===== src/rtl/core/asidga_pkg.sv =====
// ----------------------------------------------------------------------------
// asidga_pkg
// shared constants, types and helpers of the asid generation allocator
// ----------------------------------------------------------------------------
`default_nettype none

package asidga_pkg;

	localparam int IDX_W    = 8;
	localparam int GEN_BITS = 24;
	localparam int TAG_W    = 32;
	localparam int HW_W     = 8;

	localparam int IDX_COUNT = 1 << IDX_W;
	localparam int WORD_W    = (IDX_COUNT < 32) ? IDX_COUNT : 32;
	localparam int POS_W     = $clog2(WORD_W);
	localparam int WORD_N    = IDX_COUNT / WORD_W;
	localparam int WSEL_W    = (WORD_N > 1) ? $clog2(WORD_N) : 1;

	typedef logic [IDX_W-1:0]    idx_t;
	typedef logic [GEN_BITS-1:0] gen_t;
	typedef logic [TAG_W-1:0]    tag_t;
	typedef logic [POS_W-1:0]    pos_t;
	typedef logic [WSEL_W-1:0]   wsel_t;

	typedef enum logic [2:0] {
		ST_IDLE,
		ST_CHECK,
		ST_SCAN,
		ST_WRAP,
		ST_FINISH
	} state_t;

	typedef struct packed {
		wsel_t word;
		pos_t  pos;
		logic  set_en;
		idx_t  set_idx;
		logic  clear_all;
	} map_cmd_t;

	typedef struct packed {
		logic bit_used;
		logic found;
		pos_t found_pos;
	} map_rsp_t;

	function automatic tag_t tag_of(gen_t gen, idx_t idx);
		logic [63:0] t;
		t = (64'(gen) << IDX_W) | 64'(idx);
		return t[TAG_W-1:0];
	endfunction

	function automatic wsel_t word_of(idx_t idx);
		return WSEL_W'(idx >> POS_W);
	endfunction

	function automatic pos_t pos_of(idx_t idx);
		return idx[POS_W-1:0];
	endfunction

	function automatic idx_t idx_join(wsel_t word, pos_t pos);
		return (IDX_W'(word) << POS_W) | IDX_W'(pos);
	endfunction

endpackage

`default_nettype wire


===== src/rtl/core/asidga_if.sv =====
// ----------------------------------------------------------------------------
// asidga request / response channels
// valid/ready channels carrying context switch requests and asid results
// ----------------------------------------------------------------------------
`default_nettype none

interface asidga_req_if;
	logic                 valid;
	logic                 ready;
	asidga_pkg::tag_t     task_asid;
	logic                 is_kernel;
	logic                 same_group;

	modport source (output valid, task_asid, is_kernel, same_group, input ready);
	modport sink   (input valid, task_asid, is_kernel, same_group, output ready);
endinterface

interface asidga_rsp_if;
	logic                          valid;
	logic                          ready;
	asidga_pkg::tag_t              new_task_asid;
	logic [asidga_pkg::HW_W-1:0]   hw_asid;
	logic                          tlb_flush;

	modport source (output valid, new_task_asid, hw_asid, tlb_flush, input ready);
	modport sink   (input valid, new_task_asid, hw_asid, tlb_flush, output ready);
endinterface

`default_nettype wire


===== src/rtl/core/asid_generation_allocator_unit.sv =====
// ----------------------------------------------------------------------------
// asid_generation_allocator_unit
// allocates hardware asids per context switch with generation rollover
// ----------------------------------------------------------------------------
// One context switch is taken at a time. A kernel task, a task whose tag is
// of the current generation, or a task whose old index is still free goes
// straight from the check to the result. Otherwise the used-index map is
// scanned one 32-bit word per cycle from the last allocated index up to the
// last word; when no free index is found there, the generation rolls over
// (map cleared, flush made pending). The result sits in an output register;
// a new request is taken once the sequencer is idle.
`default_nettype none

module asid_generation_allocator_unit (
	input  wire           clk,
	input  wire           arst_n,
	asidga_req_if.sink    req,
	asidga_rsp_if.source  rsp
);

	asidga_pkg::map_cmd_t map_cmd;
	asidga_pkg::map_rsp_t map_rsp;

	asidga_seq u_seq (
		.clk     (clk),
		.arst_n  (arst_n),
		.req     (req),
		.rsp     (rsp),
		.map_cmd (map_cmd),
		.map_rsp (map_rsp)
	);

	asidga_map u_map (
		.clk    (clk),
		.arst_n (arst_n),
		.cmd    (map_cmd),
		.rsp    (map_rsp)
	);

endmodule

`default_nettype wire


===== src/rtl/core/asidga_map.sv =====
// ----------------------------------------------------------------------------
// asidga_map
// used-index bitmap held as words, with one word read and a find-first-free
// ----------------------------------------------------------------------------
`default_nettype none

module asidga_map (
	input  wire                   clk,
	input  wire                   arst_n,
	input  asidga_pkg::map_cmd_t  cmd,
	output asidga_pkg::map_rsp_t  rsp
);

	logic [asidga_pkg::WORD_W-1:0] words_q [asidga_pkg::WORD_N];
	logic [asidga_pkg::WORD_W-1:0] rd_word;
	logic [asidga_pkg::WORD_W-1:0] free_vec;
	logic [asidga_pkg::WORD_W-1:0] set_bit;
	asidga_pkg::wsel_t             set_word;
	asidga_pkg::pos_t              set_pos;

	assign set_word = asidga_pkg::word_of(cmd.set_idx);
	assign set_pos  = asidga_pkg::pos_of(cmd.set_idx);
	assign set_bit  = asidga_pkg::WORD_W'(1) << set_pos;
	assign rd_word  = words_q[cmd.word];
	assign free_vec = ~rd_word & ({asidga_pkg::WORD_W{1'b1}} << cmd.pos);

	always_ff @(posedge clk or negedge arst_n) begin
		if (!arst_n) begin
			for (int w = 0; w < asidga_pkg::WORD_N; w++) begin
				words_q[w] <= '0;
			end
		end else begin
			for (int w = 0; w < asidga_pkg::WORD_N; w++) begin
				words_q[w] <= (cmd.clear_all ? '0 : words_q[w]) |
					((cmd.set_en && (set_word == asidga_pkg::WSEL_W'(w))) ? set_bit : '0);
			end
		end
	end

	always_comb begin
		rsp.bit_used  = rd_word[cmd.pos];
		rsp.found     = |free_vec;
		rsp.found_pos = '0;
		for (int i = asidga_pkg::WORD_W - 1; i >= 0; i--) begin
			if (free_vec[i]) begin
				rsp.found_pos = asidga_pkg::POS_W'(i);
			end
		end
	end

endmodule

`default_nettype wire


===== src/rtl/core/asidga_seq.sv =====
// ----------------------------------------------------------------------------
// asidga_seq
// sequencer: classifies a switch, drives the map scan, handles rollover
// ----------------------------------------------------------------------------
`default_nettype none

module asidga_seq (
	input  wire                   clk,
	input  wire                   arst_n,
	asidga_req_if.sink            req,
	asidga_rsp_if.source          rsp,
	output asidga_pkg::map_cmd_t  map_cmd,
	input  asidga_pkg::map_rsp_t  map_rsp
);

	asidga_pkg::state_t state_q, state_d;

	asidga_pkg::tag_t  task_q;
	logic              kern_q;
	logic              grp_q;
	logic              keep_q;
	asidga_pkg::gen_t  gen_q;
	asidga_pkg::idx_t  start_q;
	logic              flushp_q;
	asidga_pkg::wsel_t word_q;
	asidga_pkg::pos_t  low_q;
	asidga_pkg::idx_t  idx_q;

	logic              out_valid_q;
	asidga_pkg::tag_t  out_tag_q;
	logic [asidga_pkg::HW_W-1:0] out_hw_q;
	logic              out_flush_q;

	asidga_pkg::idx_t  old_idx;
	asidga_pkg::idx_t  from_idx;
	asidga_pkg::idx_t  found_idx;
	asidga_pkg::gen_t  gen_inc;
	logic              gen_match;
	logic              can_reclaim;
	logic              out_free;
	logic              last_word;

	assign old_idx   = task_q[asidga_pkg::IDX_W-1:0];
	assign from_idx  = (start_q == '0) ? asidga_pkg::IDX_W'(1) : start_q;
	assign found_idx = asidga_pkg::idx_join(word_q, map_rsp.found_pos);
	assign gen_inc   = gen_q + asidga_pkg::GEN_BITS'(1);
	assign gen_match = (task_q >> asidga_pkg::IDX_W) ==
		(asidga_pkg::tag_of(gen_q, '0) >> asidga_pkg::IDX_W);
	assign can_reclaim = (task_q != '0) && (old_idx != '0) && !map_rsp.bit_used;
	assign out_free  = !out_valid_q || rsp.ready;
	assign last_word = (word_q == asidga_pkg::WSEL_W'(asidga_pkg::WORD_N - 1));

	// next state
	always_comb begin
		state_d = state_q;
		unique case (state_q)
			asidga_pkg::ST_IDLE: begin
				if (req.valid) begin
					state_d = asidga_pkg::ST_CHECK;
				end
			end
			asidga_pkg::ST_CHECK: begin
				if (kern_q || gen_match || can_reclaim) begin
					state_d = asidga_pkg::ST_FINISH;
				end else begin
					state_d = asidga_pkg::ST_SCAN;
				end
			end
			asidga_pkg::ST_SCAN: begin
				if (map_rsp.found) begin
					state_d = asidga_pkg::ST_FINISH;
				end else if (last_word) begin
					state_d = asidga_pkg::ST_WRAP;
				end
			end
			asidga_pkg::ST_WRAP: begin
				state_d = asidga_pkg::ST_FINISH;
			end
			asidga_pkg::ST_FINISH: begin
				if (out_free) begin
					state_d = asidga_pkg::ST_IDLE;
				end
			end
			default: begin
				state_d = asidga_pkg::ST_IDLE;
			end
		endcase
	end

	// outputs to the map and handshake
	always_comb begin
		req.ready         = (state_q == asidga_pkg::ST_IDLE);
		map_cmd.word      = word_q;
		map_cmd.pos       = low_q;
		map_cmd.set_en    = 1'b0;
		map_cmd.set_idx   = found_idx;
		map_cmd.clear_all = 1'b0;
		unique case (state_q)
			asidga_pkg::ST_CHECK: begin
				map_cmd.word    = asidga_pkg::word_of(old_idx);
				map_cmd.pos     = asidga_pkg::pos_of(old_idx);
				map_cmd.set_idx = old_idx;
				map_cmd.set_en  = !kern_q && !gen_match && can_reclaim;
			end
			asidga_pkg::ST_SCAN: begin
				map_cmd.set_en = map_rsp.found;
			end
			asidga_pkg::ST_WRAP: begin
				map_cmd.clear_all = 1'b1;
				map_cmd.set_en    = 1'b1;
				map_cmd.set_idx   = asidga_pkg::IDX_W'(1);
			end
			default: begin
			end
		endcase
	end

	always_ff @(posedge clk or negedge arst_n) begin
		if (!arst_n) begin
			state_q     <= asidga_pkg::ST_IDLE;
			gen_q       <= asidga_pkg::GEN_BITS'(1);
			start_q     <= asidga_pkg::IDX_W'(1);
			flushp_q    <= 1'b0;
			out_valid_q <= 1'b0;
		end else begin
			state_q <= state_d;
			if ((state_q == asidga_pkg::ST_FINISH) && out_free) begin
				out_valid_q <= 1'b1;
			end else if (rsp.valid && rsp.ready) begin
				out_valid_q <= 1'b0;
			end
			unique case (state_q)
				asidga_pkg::ST_SCAN: begin
					if (map_rsp.found) begin
						start_q <= found_idx;
					end
				end
				asidga_pkg::ST_WRAP: begin
					gen_q    <= (gen_inc == '0) ? asidga_pkg::GEN_BITS'(1) : gen_inc;
					flushp_q <= 1'b1;
					start_q  <= asidga_pkg::IDX_W'(1);
				end
				asidga_pkg::ST_FINISH: begin
					if (out_free && !grp_q) begin
						flushp_q <= 1'b0;
					end
				end
				default: begin
				end
			endcase
		end
	end

	// payload
	always_ff @(posedge clk) begin
		unique case (state_q)
			asidga_pkg::ST_IDLE: begin
				if (req.valid) begin
					task_q <= req.task_asid;
					kern_q <= req.is_kernel;
					grp_q  <= req.same_group;
				end
			end
			asidga_pkg::ST_CHECK: begin
				keep_q <= kern_q || gen_match;
				word_q <= asidga_pkg::word_of(from_idx);
				low_q  <= asidga_pkg::pos_of(from_idx);
				if (kern_q) begin
					idx_q <= '0;
				end else begin
					idx_q <= old_idx;
				end
			end
			asidga_pkg::ST_SCAN: begin
				if (map_rsp.found) begin
					idx_q <= found_idx;
				end else begin
					word_q <= word_q + asidga_pkg::WSEL_W'(1);
					low_q  <= '0;
				end
			end
			asidga_pkg::ST_WRAP: begin
				idx_q <= asidga_pkg::IDX_W'(1);
			end
			asidga_pkg::ST_FINISH: begin
				if (out_free) begin
					out_tag_q   <= keep_q ? task_q : asidga_pkg::tag_of(gen_q, idx_q);
					out_hw_q    <= asidga_pkg::HW_W'(idx_q);
					out_flush_q <= !grp_q && flushp_q;
				end
			end
			default: begin
			end
		endcase
	end

	assign rsp.valid         = out_valid_q;
	assign rsp.new_task_asid = out_tag_q;
	assign rsp.hw_asid       = out_hw_q;
	assign rsp.tlb_flush     = out_flush_q;

endmodule

`default_nettype wire

===== src/flat_wrapper.sv =====
// flat-port wrapper written by rule: the top's interface ports become plain ports
module asid_generation_allocator_unit_flat 
  (clk, arst_n, req_valid, req_task_asid, req_is_kernel, req_same_group, req_ready, rsp_valid, rsp_new_task_asid, rsp_hw_asid, rsp_tlb_flush, rsp_ready);
  asidga_req_if req_i ();
  asidga_rsp_if rsp_i ();
  input  wire clk;
  input  wire arst_n;
  input wire logic [$bits(req_i.valid)-1:0] req_valid;
  input wire logic [$bits(req_i.task_asid)-1:0] req_task_asid;
  input wire logic [$bits(req_i.is_kernel)-1:0] req_is_kernel;
  input wire logic [$bits(req_i.same_group)-1:0] req_same_group;
  output wire logic [$bits(req_i.ready)-1:0] req_ready;
  output wire logic [$bits(rsp_i.valid)-1:0] rsp_valid;
  output wire logic [$bits(rsp_i.new_task_asid)-1:0] rsp_new_task_asid;
  output wire logic [$bits(rsp_i.hw_asid)-1:0] rsp_hw_asid;
  output wire logic [$bits(rsp_i.tlb_flush)-1:0] rsp_tlb_flush;
  input wire logic [$bits(rsp_i.ready)-1:0] rsp_ready;
  assign req_i.valid = req_valid;
  assign req_i.task_asid = req_task_asid;
  assign req_i.is_kernel = req_is_kernel;
  assign req_i.same_group = req_same_group;
  assign req_ready = req_i.ready;
  assign rsp_valid = rsp_i.valid;
  assign rsp_new_task_asid = rsp_i.new_task_asid;
  assign rsp_hw_asid = rsp_i.hw_asid;
  assign rsp_tlb_flush = rsp_i.tlb_flush;
  assign rsp_i.ready = rsp_ready;
  asid_generation_allocator_unit u_core (.clk(clk), .arst_n(arst_n), .req(req_i), .rsp(rsp_i));
endmodule

===== config.mk =====
export PLATFORM = sky130hd
export DESIGN_NAME = asid_generation_allocator_unit_flat
export DESIGN_NICKNAME = d
export VERILOG_FILES = /design/src/rtl/core/asidga_pkg.sv /design/src/rtl/core/asidga_if.sv /design/src/rtl/core/asid_generation_allocator_unit.sv /design/src/rtl/core/asidga_map.sv /design/src/rtl/core/asidga_seq.sv /design/src/flat_wrapper.sv
export SDC_FILE = /design/constraint.sdc
export NUM_CORES = 1
export LEC_CHECK = 0
export BUFFER_PORTS_ARGS = -buffer_cell sky130_fd_sc_hd__clkbuf_2
export CAP_MARGIN = 20
export CELL_PAD_IN_SITES_DETAIL_PLACEMENT = 0
export CELL_PAD_IN_SITES_GLOBAL_PLACEMENT = 1
export CORE_UTILIZATION = 36
export DETAILED_ROUTE_END_ITERATION = 10
export HOLD_SLACK_MARGIN = 0.06
export PLACE_DENSITY_LB_ADDON = 0.3
export REMOVE_ABC_BUFFERS = 1
export SYNTH_ARGS = -nofsm -noshare
export SYNTH_HDL_FRONTEND = slang
export SYNTH_SLANG_ARGS = --single-unit

===== constraint.sdc =====
create_clock -name clk -period 4.3 [get_ports clk]
set_input_delay 0.215 -clock clk [delete_from_list [all_inputs] [get_ports clk]]
set_output_delay 0.215 -clock clk [all_outputs]
set_load 0.02 [all_outputs]

==> results.cfg <==
[outcome]
outcome = finished, violations left
violations = setup timing

[cells_and_area]
layout.nets = 2499
regArea_mm2 = 0.0101
drive_gt1_frac = 0.391
insertedDiodeCount = 0
stdcell_area_mm2 = 0.0286
multiInputGateArea_mm2 = 0.0106
fillCellCount = 4945
fin_util = 0.520
syn_to_final_growth_pct = 43.1

[setup_path]
end_kind = flip-flop
path_delay_family = compound AO/OA/AOI/OAI gates
r2r_start = u_core.u_seq.state_q[1]
cp_num_buf_inv = 6
worstPathRequired_ps = 4760
critPathMaxFanout = 8
slowest_delay_ps = 470
slowest_stage = or3b_4
arrival_ps = 4950
cp_common_cell = buf_4
worstSetupStartpointType = flip-flop
cp-startpoint = u_core.u_seq.state_q[1]
worstSetupPathType = flip-flop to flip-flop
worstPathCellList = or3b_4 > buf_12 > buf_4 > mux2i_2 > o21ai_1 > o2111ai_2 > o211ai_1 > buf_4 > nor3b_4 > buf_6 > nand4_4 > buf_6 > o31ai_4 > a2bb2oi_4 > nand2b_4 > nor2_2 > buf_4 > a22o_1

[grt]
grt_pass1_vias = 18100
grt_util_all_layers = 0.291
antenna_found_initial = 0
overflow = 0
grt_use_met3 = 0.0516
grt_max_degree = 99
grt_pass1_wl_um = 121000
use_met2 = 0.448
grt_busiest_layer = met2
use_met1 = 0.405

[timing]
fmax_ghz = 0.222
postLayoutSetupSlackWorst_ps = -195
setup_viol = 223
worst_pin_slew_ps = 1260
grt_setup_unrepaired = true
relSlewSlack = 0.153
drv_slew = 0
finalHoldViolCount = 0
fin_crit_sh = 1.05
min_period_ps = 4490
fin_worst_skew_ps = 21.7

[logic_synthesis]
syn_avg_cell_area_um2 = 10.2
synth_area_leaders = dfrtp_1 36%, edfxtp_1 14%, nand2_1 6.1%
synth-seq-area-share = 0.505
ys_ff_latch = 385
synth_top_cell_by_area = dfrtp_1
ys.flop_type = dfrtp_1
synth_edf_count = 92
async_flop_share = 0.761
synthCells = 1967
synth_area_mm2 = 0.0200
synth_top_area_share = 0.364
netlist-cell-type-count = 98
ys_warn_count = 0

[clock_tree]
clkTransAtPathRegs_ps = 60
cts_max_level = 2
cts.sinks = 385
cts.path.max_buffers = 3
cts_tree = done
cts.root.buffer_cell = clkbuf_16
numCtsBuffers = 46
clkLatencyLatePin_ps = 590

[pwr]
leakagePower_nw = 12.3
switching_share = 0.448
p_int_mw = 14.3
comb_power_share = 0.648
power_frac_seq = 0.195
clock_power_share = 0.157
powerDensity_mw_per_mm2 = 905
peakVddDrop_uv = 642
p_switching_mw = 11.6

[placement]
io_buffers = 80
dp_hpwl_um = 59500
place_area_mm2 = 0.0240
place_congestion = 0.983

[hold_path]
hp-start = req_valid
min_path_type = input pin to flip-flop

[route]
routed_wl_um = 84500
drt_iter0_drc = 1952
vias = 18800
ant_nets = 0
remaining_drc_errors = 0
wl_per_cell_um = 26.0
dr.pass1.iters = 5
viasPerCell = 5.80

[job]
cap_viol_max_count = 0

[floorplanning]
start_util = 0.364
die_w_um = 238
pin_count = 81
die_height_um = 238
die_area_mm2 = 0.0565
design.core.area_mm2 = 0.0550
rows = 86
## cells in the final DEF, fill, tap and decap left out, types with 65 or more instances in the layout
cell	Yosys	routed
nor2_1	94	78
edfxtp_1	92	92
nand2_1	326	298
clkbuf_2	1	79
o21ai_2	0	72
a22o_1	77	77
o21ai_0	180	92
dfrtp_1	291	291
buf_6	8	65
buf_4	9	360
## metrics by stage
stage,setup TNS [ps],setup slack (ps),cells,total power [mW],hold WS [ps]
after floorplan,-683460,-2750,1814,9.80,-80.6
after global placement,-148410,-1160,3038,17.4,332
after detailed placement,-136240,-678,3039,17.4,340
after CTS,-4670,-94.3,3186,22.9,107
after global routing,-35320,-239,3244,26.7,137
final,-18030,-195,3244,25.9,134
## Yosys cell counts, drive strengths merged, types with 10 or more instances
master   count
nand2      326
dfrtp      291
o21ai      199
nor2        97
edfxtp      92
clkbuf      90
a22o        77
a21oi       63
buf         63
mux2i       60
mux2        53
nand3       47
xnor2       35
and2        28
inv         26
nand4       26
a211oi      25
nor3        25
o22ai       25
and3        20
a221oi      17
a32o        16
nand2b      16
nor4        15
a21o        14
xor2        14
o31ai       13
a2111oi     12
mux4        12
a211o       10
a31oi       10
o211ai      10
or3         10
## worst reg2reg max path, stage by stage (launching register included)
cell and delay (ps):
dfrtp_1 390, or3b_4 470, buf_12 180, buf_4 160
mux2i_2 450, o21ai_1 190, o2111ai_2 160, o211ai_1 190
buf_4 190, nor3b_4 260, buf_6 170, nand4_4 120
buf_6 150, o31ai_4 280, a2bb2oi_4 300, nand2b_4 290
nor2_2 70, buf_4 150, a22o_1 200
## power by group through the flow
stage          logic [mW]  registers (mW)  clock network (mW)
2_1_floorplan        4.69            5.11                   0
4_1_cts              13.7            5.03                4.13
6_report             16.8            5.06                4.06
3_5_place_dp         12.3            5.08                   0
3_3_place_gp         12.3            5.07                   0
5_1_grt              17.3            5.11                4.28
## state kept, by name, summed over array words and instances, names as in the netlist, 3 cells and up
signal,flops
u_core.u_map.words_q,256
u_core.u_seq.gen_q,24
u_core.u_seq.idx_q,8
u_core.u_seq.low_q,5
u_core.u_seq.rsp.hw_asid,8
u_core.u_seq.rsp.new_task_asid,32
u_core.u_seq.start_q,8
u_core.u_seq.state_q,3
u_core.u_seq.task_q,32
u_core.u_seq.word_q,3
## per-layer routing
layer | up-vias | wire length (um)
met5 | - | 0
met4 | 0 | 3850
met1 | 9469 | 36700
li1 | 8294 | -
met2 | 869 | 37300
met3 | 188 | 6590
## worst paths after layout
path | endpoint | slack [ps] | cells past startpoint
max | u_core.u_map.words_q[201] | -190 | 18
min | u_core.u_seq.state_q[0] | 130 | 4
max reg2reg | u_core.u_map.words_q[201] | -190 | 18
min reg2reg | u_core.u_seq.rsp.hw_asid[0] | 450 | 0
max in group asynchronous | u_core.u_map.words_q[91] | 2880 | 3
min in group asynchronous | u_core.u_map.words_q[98] | 290 | 2
## kinds of logic (layout without fill, tap and decap cells)
kind of cell	after synthesis	in the layout	synth area share
and+or+nand+nor	648	648	0.153
muxes	125	125	0.0734
adders and majority gates	3	3	0.00188
xor gates and xnor gates	49	49	0.0215
buffers and inverters	179	708	0.0406
DFF	385	385	0.505
AOI/OAI and AO/OA	578	578	0.205
## layout make-up
| cell class | count | area share |
|---|---|---|
| well taps | 748 | 0.0327 |
| clock inverters | 18 | 0.00739 |
| clock buffers | 68 | 0.0480 |
| repair buffers | 596 | 0.186 |
| flip-flops and latches | 385 | 0.353 |
| multi-input cells | 1403 | 0.369 |
| inverters | 26 | 0.00359 |
## repair_timing
action,in CTS,in global routing
resized for setup,115,374
pin swaps,20,133
endpoints found under the hold margin,130,0
setup buffers,20,58
gates cloned,5,6
hold buffers,36,0
endpoints found under the setup margin,259,257
No activity file was read; power rests on OpenSTA's default activity.
